<file path="src/rtl/wsp_pkg.sv">
// Package for the world-to-screen projection unit: widths, opcodes, queue entry type.
// Used by every module of the unit; no dependencies.
package wsp_pkg;
  localparam int FRAC_BITS_DEF = 16;
  localparam int DATA_W = 32;
  localparam int DIM_W = 14;
  localparam logic [DIM_W-1:0] WIDTH_RST = 14'd1920;
  localparam logic [DIM_W-1:0] HEIGHT_RST = 14'd1080;

  typedef enum logic {
    OP_LOAD = 1'b0,
    OP_XFORM = 1'b1
  } op_t;

  typedef enum logic {
    REG_WIDTH = 1'b0,
    REG_HEIGHT = 1'b1
  } cfg_reg_t;

  // transform item as it travels from the front end to the back end
  typedef struct packed {
    logic signed [DATA_W-1:0] cx;
    logic signed [DATA_W-1:0] cy;
    logic signed [DATA_W-1:0] cw;
  } clip_t;

  function automatic logic signed [DATA_W-1:0] sat32(input logic signed [80:0] v);
    logic signed [80:0] mx;
    logic signed [80:0] mn;
    begin
      mx = 81'sd2147483647;
      mn = -81'sd2147483648;
      if (v > mx) sat32 = 32'sh7fffffff;
      else if (v < mn) sat32 = 32'sh80000000;
      else sat32 = v[DATA_W-1:0];
    end
  endfunction
endpackage

</file>
<file path="src/rtl/wsp_queue.sv">
// Short FIFO between the front end and the back end.
// Depends on wsp_pkg. Room is reported while enough slots remain for in-flight items.
module wsp_queue import wsp_pkg::*; (
  input  logic clk,
  input  logic rst_n,
  input  logic push,
  input  clip_t push_data,
  input  logic pop,
  output logic nonempty,
  output clip_t head,
  output logic room
);
  localparam int DEPTH = 8;
  localparam int AW = 3;
  clip_t mem_r [DEPTH];
  logic [AW-1:0] wp_r, rp_r;
  logic [AW:0] cnt_r;

  always_ff @(posedge clk) begin
    if (push) mem_r[wp_r] <= push_data;
  end

  always_ff @(posedge clk) begin
    if (!rst_n) begin
      wp_r <= '0;
      rp_r <= '0;
      cnt_r <= '0;
    end else begin
      if (push) wp_r <= wp_r + 1'b1;
      if (pop) rp_r <= rp_r + 1'b1;
      cnt_r <= cnt_r + (AW+1)'(push) - (AW+1)'(pop);
    end
  end

  assign nonempty = cnt_r != '0;
  assign head = mem_r[rp_r];
  // two items may still be in the front pipeline
  assign room = cnt_r <= (AW+1)'(DEPTH - 3);

  assert property (@(posedge clk) disable iff (!rst_n) !(push && cnt_r == (AW+1)'(DEPTH)))
    else $error("queue overflow");
  assert property (@(posedge clk) disable iff (!rst_n) pop |-> nonempty)
    else $error("queue underflow");
endmodule

</file>
<file path="config.mk">
export PLATFORM = sky130hd
export DESIGN_NAME = wsp_queue
export DESIGN_NICKNAME = d
export VERILOG_FILES = /design/src/rtl/wsp_pkg.sv /design/src/rtl/wsp_queue.sv
export SDC_FILE = /design/constraint.sdc
export NUM_CORES = 1
export LEC_CHECK = 0
export ABC_AREA = 1
export ABC_CLOCK_PERIOD_IN_PS = 12800
export BUFFER_PORTS_ARGS = -buffer_cell sky130_fd_sc_hd__buf_2
export CAP_MARGIN = 20
export CORE_MARGIN = 5
export CORE_UTILIZATION = 60
export DETAILED_ROUTE_END_ITERATION = 10
export PLACE_DENSITY = 0.79
export SLEW_MARGIN = 40
export SYNTH_ARGS = -nofsm -noshare
export SYNTH_HDL_FRONTEND = slang
export SYNTH_SLANG_ARGS = --single-unit
</file>
<file path="constraint.sdc">
create_clock -name clk -period 12.8 [get_ports clk]
set_clock_uncertainty 0.1 [all_clocks]
set_input_delay 0.64 -clock clk [delete_from_list [all_inputs] [get_ports clk]]
set_output_delay 0.64 -clock clk [all_outputs]
set_load 0.02 [all_outputs]
</file>
Word-level counts from Yosys, hierarchy flattened

Memories as Yosys holds them, arrays and structs flattened. A register that Yosys moved wholly into a read port is not among the register bits.
Cells that the tools add are included.

Memories: 1
Logic and storage cells: 14
Register bits: 10
Memory bits (writable): 768
ROM bits: 0
Latch bits: 0
Output and inout bits: 98

Divide/modulo/power cells: 0
$lt $le $gt $ge: 1
Muxes and demuxes: 4
Bitwise logic cells: 0
Equal/unequal tests: 0
Multiply operators: 0
Shift-type cells: 0
Reduce and logical (&&, ||, !) cells: 1
$add $sub $neg: 4

Memories:

| name  | words | bits a word | rd ports | clocked after memory_dff | write ports | RTL line        | RTL |
|---|---|---|---|---|---|---|---|
| mem_r | 8     | 96          | 1        | 1                        | 1           | wsp_queue.sv:15 | `clip_t mem_r [DEPTH];` |

Operators by type and width:

| kind                                                 | number |
|---|---|
| adder 3 x 1 -> 3 bit (second input constant)         | 2 |
| 2-to-1 mux 3 bit                                     | 2 |
| adder 4 x 1 -> 4 bit                                 | 1 |
| <= comparator 4 x 3 -> 1 bit (second input constant) | 1 |
| nonzero test 4 bit                                   | 1 |
| subtractor 4 x 1 -> 4 bit                            | 1 |
| 2-to-1 mux 1 bit                                     | 2 |

Longest topological paths before layout

Gate-level depths: netlist of the first run.

Word-level depth: 3
Mapped depth: 9

Least setup slack after synthesis of the first run

No wires, ideal clock.

Path kind: in2reg
From: input port push
To: memory mem_r[0][0] (netlist bit), enable pin
Stages: 3
Setup time: 0.551 ns
Data arrival time: 5.006 ns
Path slack: 7.142 ns
Required time: 12.149 ns
Path through: inv_1 > or2_2 > nor2_1

Word-level cells in the longest chain between the ends: 2

RTL lines:

| what                                   | RTL line        | RTL |
|---|---|---|
| start: declaration                     | wsp_queue.sv:6  | `input logic push,` |
| 2-to-1 mux 1 bit                       | wsp_queue.sv:20 | `if (push) mem_r[wp_r] <= push_data;` |
| 2-to-1 mux 1 bit (implied by the code) | wsp_queue.sv:20 |  |
| end: declaration                       | wsp_queue.sv:15 |  |

No other way between the ends.

==> results of run 1 <==
==> stage by stage <==
| stage | hold slack, ns | utilization (%) | total power [W] | std cells |
|---|---|---|---|---|
| detailed placement | 0.391 | 63.2 | 0.00358 | 4238 |
| global route | 0.166 | 67.9 | 0.00606 | 4383 |
| floorplan | 0.369 | - | 0.00338 | 3403 |
| finish | 0.185 | 67.9 | 0.00584 | 4388 |
| CTS | 0.142 | 67.8 | 0.00588 | 4379 |
| global placement | 0.385 | 63.0 | 0.00356 | 4235 |
==> critical path: cells and delay by family, from the launching register on <==
family	cells	cell delay, ns
buffers and inverters	4	1.87
flip-flops	1	0.78
AND/OR/NAND/NOR	5	0.66
==> flip-flops by register name, summed over array words and instances, names as in the netlist, named ones only <==
name,flops
cnt_r,4
wp_r,3
rp_r,3
mem_r,768
==> cells in the final DEF, fill, tap and decap left out, drive strengths merged <==
cell / synthesis / routed
or2: 2 / 2
bufinv: 0 / 11
inv: 788 / 789
nor2: 14 / 14
clkbuf: 8 / 90
nand3: 387 / 387
ha: 8 / 8
clkinv: 0 / 34
nand2: 1260 / 1260
buf: 140 / 227
a21oi: 7 / 7
o21ai: 6 / 6
dfxtp: 13 / 13
edfxtp: 768 / 768
xnor2: 1 / 1
diode: 0 / 8
fa: 1 / 1
clkinvlp: 0 / 6
==> layout make-up <==
cell class / instances / area, µm² / area share [%]
Antenna cell: 8 / 20.0 / 0.0524
Clock buffer: 89 / 2060 / 5.38
Tap cell: 756 / 946 / 2.47
Multi-Input combinational cell: 1686 / 6990 / 18.3
Clock inverter: 52 / 557 / 1.46
Inverter: 788 / 2980 / 7.80
Sequential cell: 781 / 23300 / 61.0
Timing Repair Buffer: 228 / 1350 / 3.53
==> layer usage <==
metal | up-vias | global-route usage (%) | part of all wire [%]
met3 | 141 | 4.39 | 8.2
met4 | 18 | 7.43 | 2.1
met2 | 790 | 40.6 | 49
met5 | - | 0 | 0.17
met1 | 10500 | 32.4 | 41
li1 | 10900 | - | -
==> path summary, 6_finish.rpt <==
path                         from                endpoint  slack, ns
min                 push_data[40]  mem_r[4][40]$_DFFE_PP_       0.18
min reg2reg  wp_r[0]$_SDFFE_PN0P_    wp_r[0]$_SDFFE_PN0P_       0.40
max                          flop                head[21]       7.98
max reg2reg  wp_r[0]$_SDFFE_PN0P_  mem_r[2][69]$_DFFE_PP_       9.52
==> power by group <==
part | switching, W | total (W) | internal, W
Clock | 0.000936 | 0.00231 | 0.00138
Combinational | 0.000452 | 0.000632 | 0.000180
Sequential | 0.0000239 | 0.00290 | 0.00287
==> cells by family after synthesis <==
kind of cell             after synthesis
AND/OR/NAND/NOR                     1663
buffers and inverters                936
AO/OA/AOI/OAI                         13
flip-flops                           781
adder cells (fa/ha/maj)                9
XOR/XNOR                               1
==> metrics, run 1 <==
status=finished clean; Synth area leaders=edfxtp_1 (68%), nand2_1 (14%), inv_1 (8.7%); CTS tree=built; Post-CTS Setup Bufs=0; DRC=0; Mapped Nets=3512; Std-Cell Rows=87; largest stage delay on the critical path=~0.78 ns; Commonest cells post-synth=nand2_1 (1260), inv_1 (786), edfxtp_1 (768); total number of vias=between 20000 and 25000; CP most frequent cell=nand2_1; ys flop type=edfxtp_1; Max VDD drop=about 0.00014 V; Hold Buf Count CTS=0; Worst setup SP type=flop; Min-Delay Path Class=in -> reg; clk slew on worst S/H paths=about 0.060 ns; die width=roughly 250 µm; Mapped Cells=3403; Post-Syn Area=34100 µm²; Max Cap Violations=0; Die Y=roughly 250 µm; Synth area leader=edfxtp_1; max-slew violations=0; top-level port count=just under 200; final period demand of the worst path=about 4.8 ns; Num Clock Sinks=around 780; # resized after CTS=0; Arr. time, crit path=about 4.1 ns; Detail Route Antenna Nets=0; # nets final=between 3000 and 4000; Fmax=208 MHz; power per cell area=between 150 and 200 nW/µm²; Fillers=just over 4000; Setup WS post-layout=between 7 and 8 ns; # setup viols final=0; adder-cell area share of the yosys netlist=less than 1%; Final Hold Viols=0; Starting Density=between 60% and 70%; critical-path cell list=clkinv_8 > buf_6 > clkbuf_8 > nand2_1 > nand3_1 > nand2_1 > nand2_1 > nand2_1 > buf_2; layout cells sized above 1=approximately a tenth; DRT Pass-1 Iters=6; routed len/inst=16.8 µm; H-tree Lvls=3; WP data required=12.06 ns; Seq cells post-synth=781; number of global-route vias before repair=21600; Layout area overhead=12.2%; RSZ-0062 raised after global routing=no; post-route design area=38200 µm²; post-synthesis cell type count=19; yosys warns=0; TNS Setup=0 ns; Pleak=around 18 nW; final WL=73700 µm; Crit Path Max Fanout=between 150 and 200; sequential element share of the synthesized area=68.4%; largest family of logic cells by synthesized area=simple AND/OR/NAND/NOR gates; GRT Overall Usage=around a quarter; Synth Area in Compound Gates=less than 1%; async set-reset flop share out of synthesis=0%; post-DP HPWL=37800 µm; Hold Path Depth=1; share of the synthesized area in the top cell type=just under 70%; deepest clock path buffer count=3; clk_lat worst skew=between 0.6 and 0.7 ns; CP max-delay cell=dfxtp_4; CTS buffer count=78; mux share of post-synthesis cell area=0%; R2R cell count=4; Synth Area in Simple Gates=around a fifth; drt via density=just over 5; CP endpoint kind=primary output; most common cell in the netlist=nand2_1; xor/xnor cell area share of the yosys netlist=less than 1%; Post-synth EDFFs=roughly 770; WS Path Type=reg -> out; final cycle utilization of the critical path=37.6%; PortBufs=just under 200; GPL Wtd Cong=about 0.75; initial antenna violation count=15; DRT iter0 DRCs=1967; Slew headroom=39.1%; Die Area=between 60000 and 70000 µm²; area of the core=about 56000 µm²; worst-margin pin slew=0.913 ns; root buffer selected by CTS=clkbuf_16; post-place setup slack=slightly below 9 ns; first-pass GRT wire length=115000 µm; syn_area_per_cell=roughly 10 µm²; placed instance area=roughly 36000 µm²; GRT overflow=0; largest net degree at the start of global routing=180
No activity file was read; power rests on OpenSTA's default activity.
==> run 2: changes to the inputs <==
--- a/config.mk
+++ b/config.mk
@@ -6,13 +6,13 @@
 export NUM_CORES = 1
 export LEC_CHECK = 0
 export ABC_AREA = 1
-export ABC_CLOCK_PERIOD_IN_PS = 12800
+export ABC_CLOCK_PERIOD_IN_PS = 3900
 export BUFFER_PORTS_ARGS = -buffer_cell sky130_fd_sc_hd__buf_2
 export CAP_MARGIN = 20
 export CORE_MARGIN = 5
-export CORE_UTILIZATION = 60
+export CORE_UTILIZATION = 55
 export DETAILED_ROUTE_END_ITERATION = 10
-export PLACE_DENSITY = 0.79
+export PLACE_DENSITY = 0.76
 export SLEW_MARGIN = 40
 export SYNTH_ARGS = -nofsm -noshare
 export SYNTH_HDL_FRONTEND = slang
==> constraint.sdc (replaced) <==
create_clock -name clk -period 3.9 [get_ports clk]
set_clock_uncertainty 0.1 [all_clocks]
set_input_delay 0.195 -clock clk [delete_from_list [all_inputs] [get_ports clk]]
set_output_delay 0.195 -clock clk [all_outputs]
set_load 0.02 [all_outputs]
==> run 2 against run 1 <==
  * Critical path depth shrank 1
  * Non-clock buffer count grew 106
  * Sequential share of layout area shrank 1.6 points
  * Utilization shrank 4.1 points
  * Final area grew 2.7%
  * First-iteration DRC count shrank 7.5%
  * Global-route usage shrank 2.0 points
  * Sequential cell count is the same
  * Sequential power grew to 3.3 times the previous value
  * Die area grew 8.7%
  * Routed wire length grew 1.2%
  * Worst setup slack lost 7.1 ns
==> metrics, run 2 (same netlist as run 1, synthesis figures left out) <==
part of the power in registers=50.4% (+0.8 points); Num Clock Sinks=781 (unchanged); die width=259 µm (+4.3%); Critical Path End=head[47]; CTS tree=built; clk slew on worst S/H paths=0.06 ns (about the same); area of the core=61500 µm² (+9.3%); clk_lat worst skew=0.61 ns (about the same); total number of vias=22600 (+1.1%); combinational power share=11.8% (+1.0 points); Pleak=18.1 nW (+2.3%); DRT iter0 DRCs=1820 (-7.5%); Arr. time, crit path=2.72 ns (-1.36 ns); final WL=74500 µm (+1.2%); GPL Wtd Cong=0.739 (-2.0%); final period demand of the worst path=between 3 and 4 ns; Hold Buf Count CTS=100 (+100); GRT overflow=0 (unchanged); max-slew violations=0 (unchanged); PortBufs=197 (unchanged); root buffer selected by CTS=clkbuf_16; Clock Power Share=37.8% (-1.8 points); post-place setup slack=1.49 ns (-7.21 ns); Reg2Reg Setup Slack=1.78 ns (-7.74 ns); first-pass GRT wire length=117000 µm (+1.6%); top flop regs=mem_r x768, cnt_r x4; routed len/inst=16.5 µm (-2.0%); power per cell area=478 nW/µm² (+210%); Pint=0.0141 W (+220%); # nets final=3780 (+2.9%); largest net degree at the start of global routing=181 (+0.56%); Final Power=0.0188 W (+220%); top-level port count=198 (unchanged); Reg-to-Reg End=mem_r[4][53]$_DFFE_PP_; Layout area overhead=15.3%; drt via density=5.00 (-2.1%); Worst setup SP type=flop; layout cells sized above 1=9.69% (-0.19 points); sw power=0.00468 W (+230%); Setup WS post-layout=0.883 ns (-7.10 ns); initial antenna violation count=5 (-10); GRT Overall Usage=22.1% (-2.0 points); reg2reg start=wp_r[0]$_SDFFE_PN0P_; Die Area=67000 µm² (+8.7%); DRC=0 (unchanged); R2R cell count=3 (-1); WHS=0.285 ns (+0.100 ns); Starting Density=55.4% (-5.1 points); WP data required=3.61 ns (-8.45 ns); CTS buffer count=80 (+2.6%); largest reg by FF count=mem_r; Fmax=332 MHz; post-DP HPWL=37200 µm (-1.6%); WS Path Type=reg -> out; post-route insts no fill=4529 (+3.2%); H-tree Lvls=3 (unchanged); number of global-route vias before repair=22100 (+2.1%); Largest register FFs=768 (unchanged); DRT Pass-1 Iters=7 (+1); Crit Path Max Fanout=155 (-13%); Max VDD drop=0.000321 V (+130%); Slew headroom=47.1% (+8.0 points); status=finished clean; most common cell after layout, fill and taps aside=nand2_1; deepest clock path buffer count=3 (unchanged); Max Cap Violations=0 (unchanged); final cycle utilization of the critical path=approximately 77%; Die Y=259 µm (+4.3%); Detail Route Antenna Nets=0 (unchanged); worst-margin pin slew=0.793 ns (-0.120 ns); Std-Cell Rows=91 (+4.6%); CP endpoint kind=primary output; Min-Delay Path Class=in -> reg; Cells after DPL=4278 (+0.94%); # setup viols final=0 (unchanged); Final Hold Viols=0 (unchanged); commonest cells after routing, fill and taps aside=nand2_1 (1260), inv_1 (785), edfxtp_1 (768); RSZ-0062 raised after global routing=no; Post-CTS Setup Bufs=0 (unchanged); Sw Ratio=24.9% (+0.72 points); # resized after CTS=0 (unchanged)
run 2: cell count changes in the layout (fill, tap and decap cells not counted), moves of 7 or more:
cell | before | now
buf_12 | 3 | 14
buf_6 | 13 | 3
bufinv_16 | 11 | 2
clkbuf_1 | 8 | 22
clkinv_1 | 19 | 12
dlygate4sd3_1 | 0 | 100
run 2: worst min path at each step:
stage               cells after the start  slack, ns           from                     end
detailed placement                      1       0.36  push_data[31]  mem_r[3][31]$_DFFE_PP_
global placement                        1       0.36  push_data[80]  mem_r[2][80]$_DFFE_PP_
floorplan                               2       0.19          rst_n     cnt_r[0]$_SDFF_PN0_
global route                            2       0.27  push_data[80]  mem_r[2][80]$_DFFE_PP_
finish                                  2       0.28  push_data[33]  mem_r[4][33]$_DFFE_PP_
CTS                                     2       0.24  push_data[80]  mem_r[0][80]$_DFFE_PP_
run 2: worst max-delay path, stage by stage, from the launching register on:
cell and delay [ns]:
dfxtp_4 0.41, clkinv_8 0.43, buf_4 0.51, nand2_1 0.11, nand3_1 0.07, nand2_1 0.09, nand2_1 0.05, nand2_1 0.15
buf_2 0.19
run 2: power by group through the flow:
stage | Combinational, W | Clock [W] | Sequential [W]
after floorplan | 0.00144 | 0 | 0.00967
after global placement | 0.00205 | 0 | 0.00965
after detailed placement | 0.00212 | 0 | 0.00965
after CTS | 0.00222 | 0.00722 | 0.00948
after global routing | 0.00247 | 0.00756 | 0.00949
final | 0.00222 | 0.00709 | 0.00948
run 2: layout make-up:
cell class              instances  area (µm²)
clock buffers                 105        2130
inverters                     788        2980
well taps                     790         988
diodes                          4        10.0
flip-flops and latches        781       23300
multi-input cells            1686        6990
clock inverters                41         300
fillers                      4641       22200
repair buffers                334        2550
run 2: stage by stage:
step           TNS (ns)  area, µm²  util [%]
3_3_place_gp          0      35700      58.0
6_report              0      39300      63.9
4_1_cts               0      39200      63.8
2_1_floorplan   -540.43      34100         -
5_1_grt               0      39300      63.9
3_5_place_dp          0      35800      58.2
run 2: routing by layer:
metal | track usage (%) | share of wire (%) | vias up
met5 | 0 | 0.017 | -
met4 | 6.14 | 1.9 | 2
met3 | 3.93 | 6.3 | 132
met2 | 37.7 | 49 | 667
met1 | 29.5 | 43 | 10700
li1 | - | - | 11100
==> run 3: changes to the inputs <==
--- a/config.mk
+++ b/config.mk
@@ -5,14 +5,14 @@
 export SDC_FILE = /design/constraint.sdc
 export NUM_CORES = 1
 export LEC_CHECK = 0
-export ABC_AREA = 1
-export ABC_CLOCK_PERIOD_IN_PS = 3900
+export ABC_AREA = 0
+export ABC_CLOCK_PERIOD_IN_PS = 2600
 export BUFFER_PORTS_ARGS = -buffer_cell sky130_fd_sc_hd__buf_2
 export CAP_MARGIN = 20
 export CORE_MARGIN = 5
-export CORE_UTILIZATION = 55
+export CORE_UTILIZATION = 54
 export DETAILED_ROUTE_END_ITERATION = 10
-export PLACE_DENSITY = 0.76
+export PLACE_DENSITY = 0.75
 export SLEW_MARGIN = 40
 export SYNTH_ARGS = -nofsm -noshare
 export SYNTH_HDL_FRONTEND = slang
==> constraint.sdc (replaced) <==
create_clock -name clk -period 2.6 [get_ports clk]
set_clock_uncertainty 0.1 [all_clocks]
set_input_delay 0.13 -clock clk [delete_from_list [all_inputs] [get_ports clk]]
set_output_delay 0.13 -clock clk [all_outputs]
set_load 0.02 [all_outputs]
==> run 3 against run 2 <==
  * The run now ends with setup timing left
  * First-iteration DRC count decreased by 33%
  * Utilization rose by 3.7 points
  * Worst setup slack got worse by 0.91 ns
  * Global-route usage down 1.7 points
  * Largest cell class unchanged
  * Largest power group unchanged
==> metrics, run 3 <==
status=finished with violations; failing checks=setup timing; met3 Track Usage GR=4.34% (+0.41 points); worst-margin pin slew=0.613 ns (-0.180 ns); commonest cells after routing, fill and taps aside=edfxtp_1 (768), mux4_2 (192), buf_2 (130); Mapped Nets=1289 (-63%); # setup viols final=13 (+13); Synth area leaders=edfxtp_1 (78%), mux4_2 (15%), mux2_2 (3.7%); post-route design area=36400 µm² (-7.2%); post-DP HPWL=29800 µm (-20%); critical-path cell list=buf_6 > clkbuf_16 > mux4_2 > mux2_2 > buf_2; post-synthesis cell type count=24 (+5); share of the synthesized area in the top cell type=78.2% (+11 points); Max VDD drop=0.000588 V (+83%); number of global-route vias before repair=14800 (-33%); PortBufs=197 (unchanged); most common cell in the netlist=edfxtp_1; Min-Delay Path Class=in -> reg; Detail Route Antenna Nets=0 (unchanged); sequential cell area=23300 µm² (about the same); Post-Syn Area=29500 µm² (-13%); max-slew violations=0 (unchanged); RSZ-0062 raised after global routing=yes; R2R cell count=3 (unchanged); largest stage delay on the critical path=0.52 ns (about the same); Multi-input gate area=6070 µm² (-13%); Num Clock Sinks=781 (unchanged); area of the core=53900 µm² (-12%); # nets final=1677 (-56%); WS Path Type=reg -> out; most common cell after layout, fill and taps aside=edfxtp_1; Pleak=11.9 nW (-34%); sequential element share of the synthesized area=79.1% (+11 points); H-tree Lvls=3 (unchanged); Slew headroom=59.1% (+12 points); met2 usage=34.6% (-3.1 points); Critical Path End=head[66]; Fmax=about 380 MHz; Crit Path Max Fanout=7 (-95%); root buffer selected by CTS=clkbuf_16; GPL Wtd Cong=0.698 (-5.5%); M1 GR Usage=27.8% (-1.7 points); die width=244 µm (-5.9%); largest reg by FF count=mem_r; top-level port count=198 (unchanged); Synth area leader=edfxtp_1; Post-synth EDFFs=768 (unchanged); Layout area overhead=23.6%; routed len/inst=26.5 µm (+61%); GRT Overall Usage=20.4% (-1.7 points); Mapped Cells=1180 (-65%); initial antenna violation count=5 (unchanged); drt via density=5.89 (+18%); Commonest cells post-synth=edfxtp_1 (768), mux4_2 (192), mux2_2 (96); Fillers=3241 (-30%); clk slew on worst S/H paths=0.06 ns (about the same); syn_area_per_cell=25.0 µm² (+150%); Setup WS post-layout=-0.0251 ns (-0.909 ns); layout cells sized above 1=41.1% (+31 points); WP data required=2.37 ns (-1.24 ns); async set-reset flop share out of synthesis=0% (unchanged); Die Y=244 µm (-5.9%); final period demand of the worst path=around 2.6 ns; Arr. time, crit path=2.40 ns (-0.32 ns); DRT iter0 DRCs=1213 (-33%); final WL=61800 µm (-17%); Worst setup SP type=flop; CTS buffer count=78 (-2.5%); WHS=0.238 ns (-0.0471 ns); ys flop type=edfxtp_1; top flop regs=mem_r x768, cnt_r x4; final core area utilization=67.6% (+3.7 points); deepest clock path buffer count=3 (unchanged); final cycle utilization of the critical path=101%; total number of vias=13700 (-39%); Max Cap Violations=0 (unchanged); Starting Density=54.7% (-0.75 points); Die Area=59400 µm² (-11%); grt peak-use layer=met2; first-pass GRT wire length=91400 µm (-22%); placed instance area=31600 µm² (-12%); Largest register FFs=768 (unchanged); Reg2Reg Setup Slack=0.77 ns (-1.01 ns); Final Hold Viols=0 (unchanged); CP endpoint kind=primary output; CP max-delay cell=mux4_2; Seq cells post-synth=781 (unchanged); DRC=0 (unchanged); CTS tree=built; largest net degree at the start of global routing=80 (-56%); yosys warns=0 (unchanged); Reg-to-Reg End=mem_r[7][72]$_DFFE_PP_; Std-Cell Rows=85 (-6.6%); power per cell area=773 nW/µm² (+62%); clk_lat worst skew=0.60 ns (about the same); GRT overflow=0 (unchanged); reg2reg start=wp_r[0]$_SDFFE_PN0P_; DRT Pass-1 Iters=5 (-2)
==> run 3: report_power, final <==
part           total [W]  leakage (nW)  switching, W  internal [W]
registers         0.0143          7.09      0.000117        0.0142
logic            0.00324          3.68       0.00156       0.00168
clock network     0.0106          1.18       0.00451       0.00612
==> run 3: through the flow <==
step	worst slack [ns]	cells	total power [W]	setup TNS, ns
global route	-0.0949	2328	0.0291	-5.19
CTS	-0.0690	2318	0.0280	-3.32
finish	-0.0251	2329	0.0282	-0.101
global placement	0.450	2049	0.0170	0
floorplan	-0.778	1180	0.0162	-142.41
detailed placement	0.447	2049	0.0171	0
==> run 3: worst min-delay path by stage <==
| stage | from | to | slack [ns] | cells past startpoint |
|---|---|---|---|---|
| after floorplan | push_data[0] | mem_r[0][0]$_DFFE_PP_ | 0.13 | 0 |
| after global placement | push_data[90] | mem_r[3][90]$_DFFE_PP_ | 0.29 | 1 |
| after detailed placement | push_data[83] | mem_r[3][83]$_DFFE_PP_ | 0.30 | 1 |
| after CTS | push_data[81] | mem_r[5][81]$_DFFE_PP_ | 0.20 | 2 |
| after global routing | push_data[52] | mem_r[3][52]$_DFFE_PP_ | 0.22 | 2 |
| final | push_data[52] | mem_r[3][52]$_DFFE_PP_ | 0.24 | 2 |
==> run 3: critical path, delay by kind of cell, from the launching register on <==
family / cells / cell delay [ns]
mux: 2 / 0.82
buf+inv: 3 / 0.56
flops: 1 / 0.40
==> run 3: cell type report <==
| type | instances | share of cell area (%) |
|---|---|---|
| inverter | 7 | 0.0721 |
| tap | 696 | 2.39 |
| multi-input combinational | 337 | 16.7 |
| sequential | 781 | 64.0 |
| antenna | 3 | 0.0206 |
| clock inverter | 37 | 0.779 |
| clock buffer | 105 | 5.81 |
| timing repair buffer | 363 | 10.2 |
==> run 3: per-layer routing <==
layer  part of all wire, %  routed length [µm]  up-vias
li1                      -                   -     5850
met1                    40               24900     7320
met2                    51               31700      464
met3                   6.7                4120       86
met4                   1.7                1030        4
met5                 0.029                  18        -
==> run 3: logic make-up (layout without fill, tap and decap cells) <==
logic type / after synthesis / count (layout) / synth area share (%)
xor+xnor: 5 / 5 / 0.149
other cells: 0 / 3 / 0
compound gates: 3 / 3 / 0.0679
simple gates: 29 / 29 / 0.501
buf+inv: 62 / 512 / 1.32
fa+ha+maj: 9 / 9 / 0.408
mux: 291 / 291 / 18.4
flops: 781 / 781 / 79.1
==> run 3: what timing repair did <==
item                       4_1_cts  5_1_grt
hold endpoints to repair       781        0
resized for setup               64      160
buffers inserted                15        1
hold buffers                   100        0
setup endpoints to repair       87       96
gates cloned                    13        8
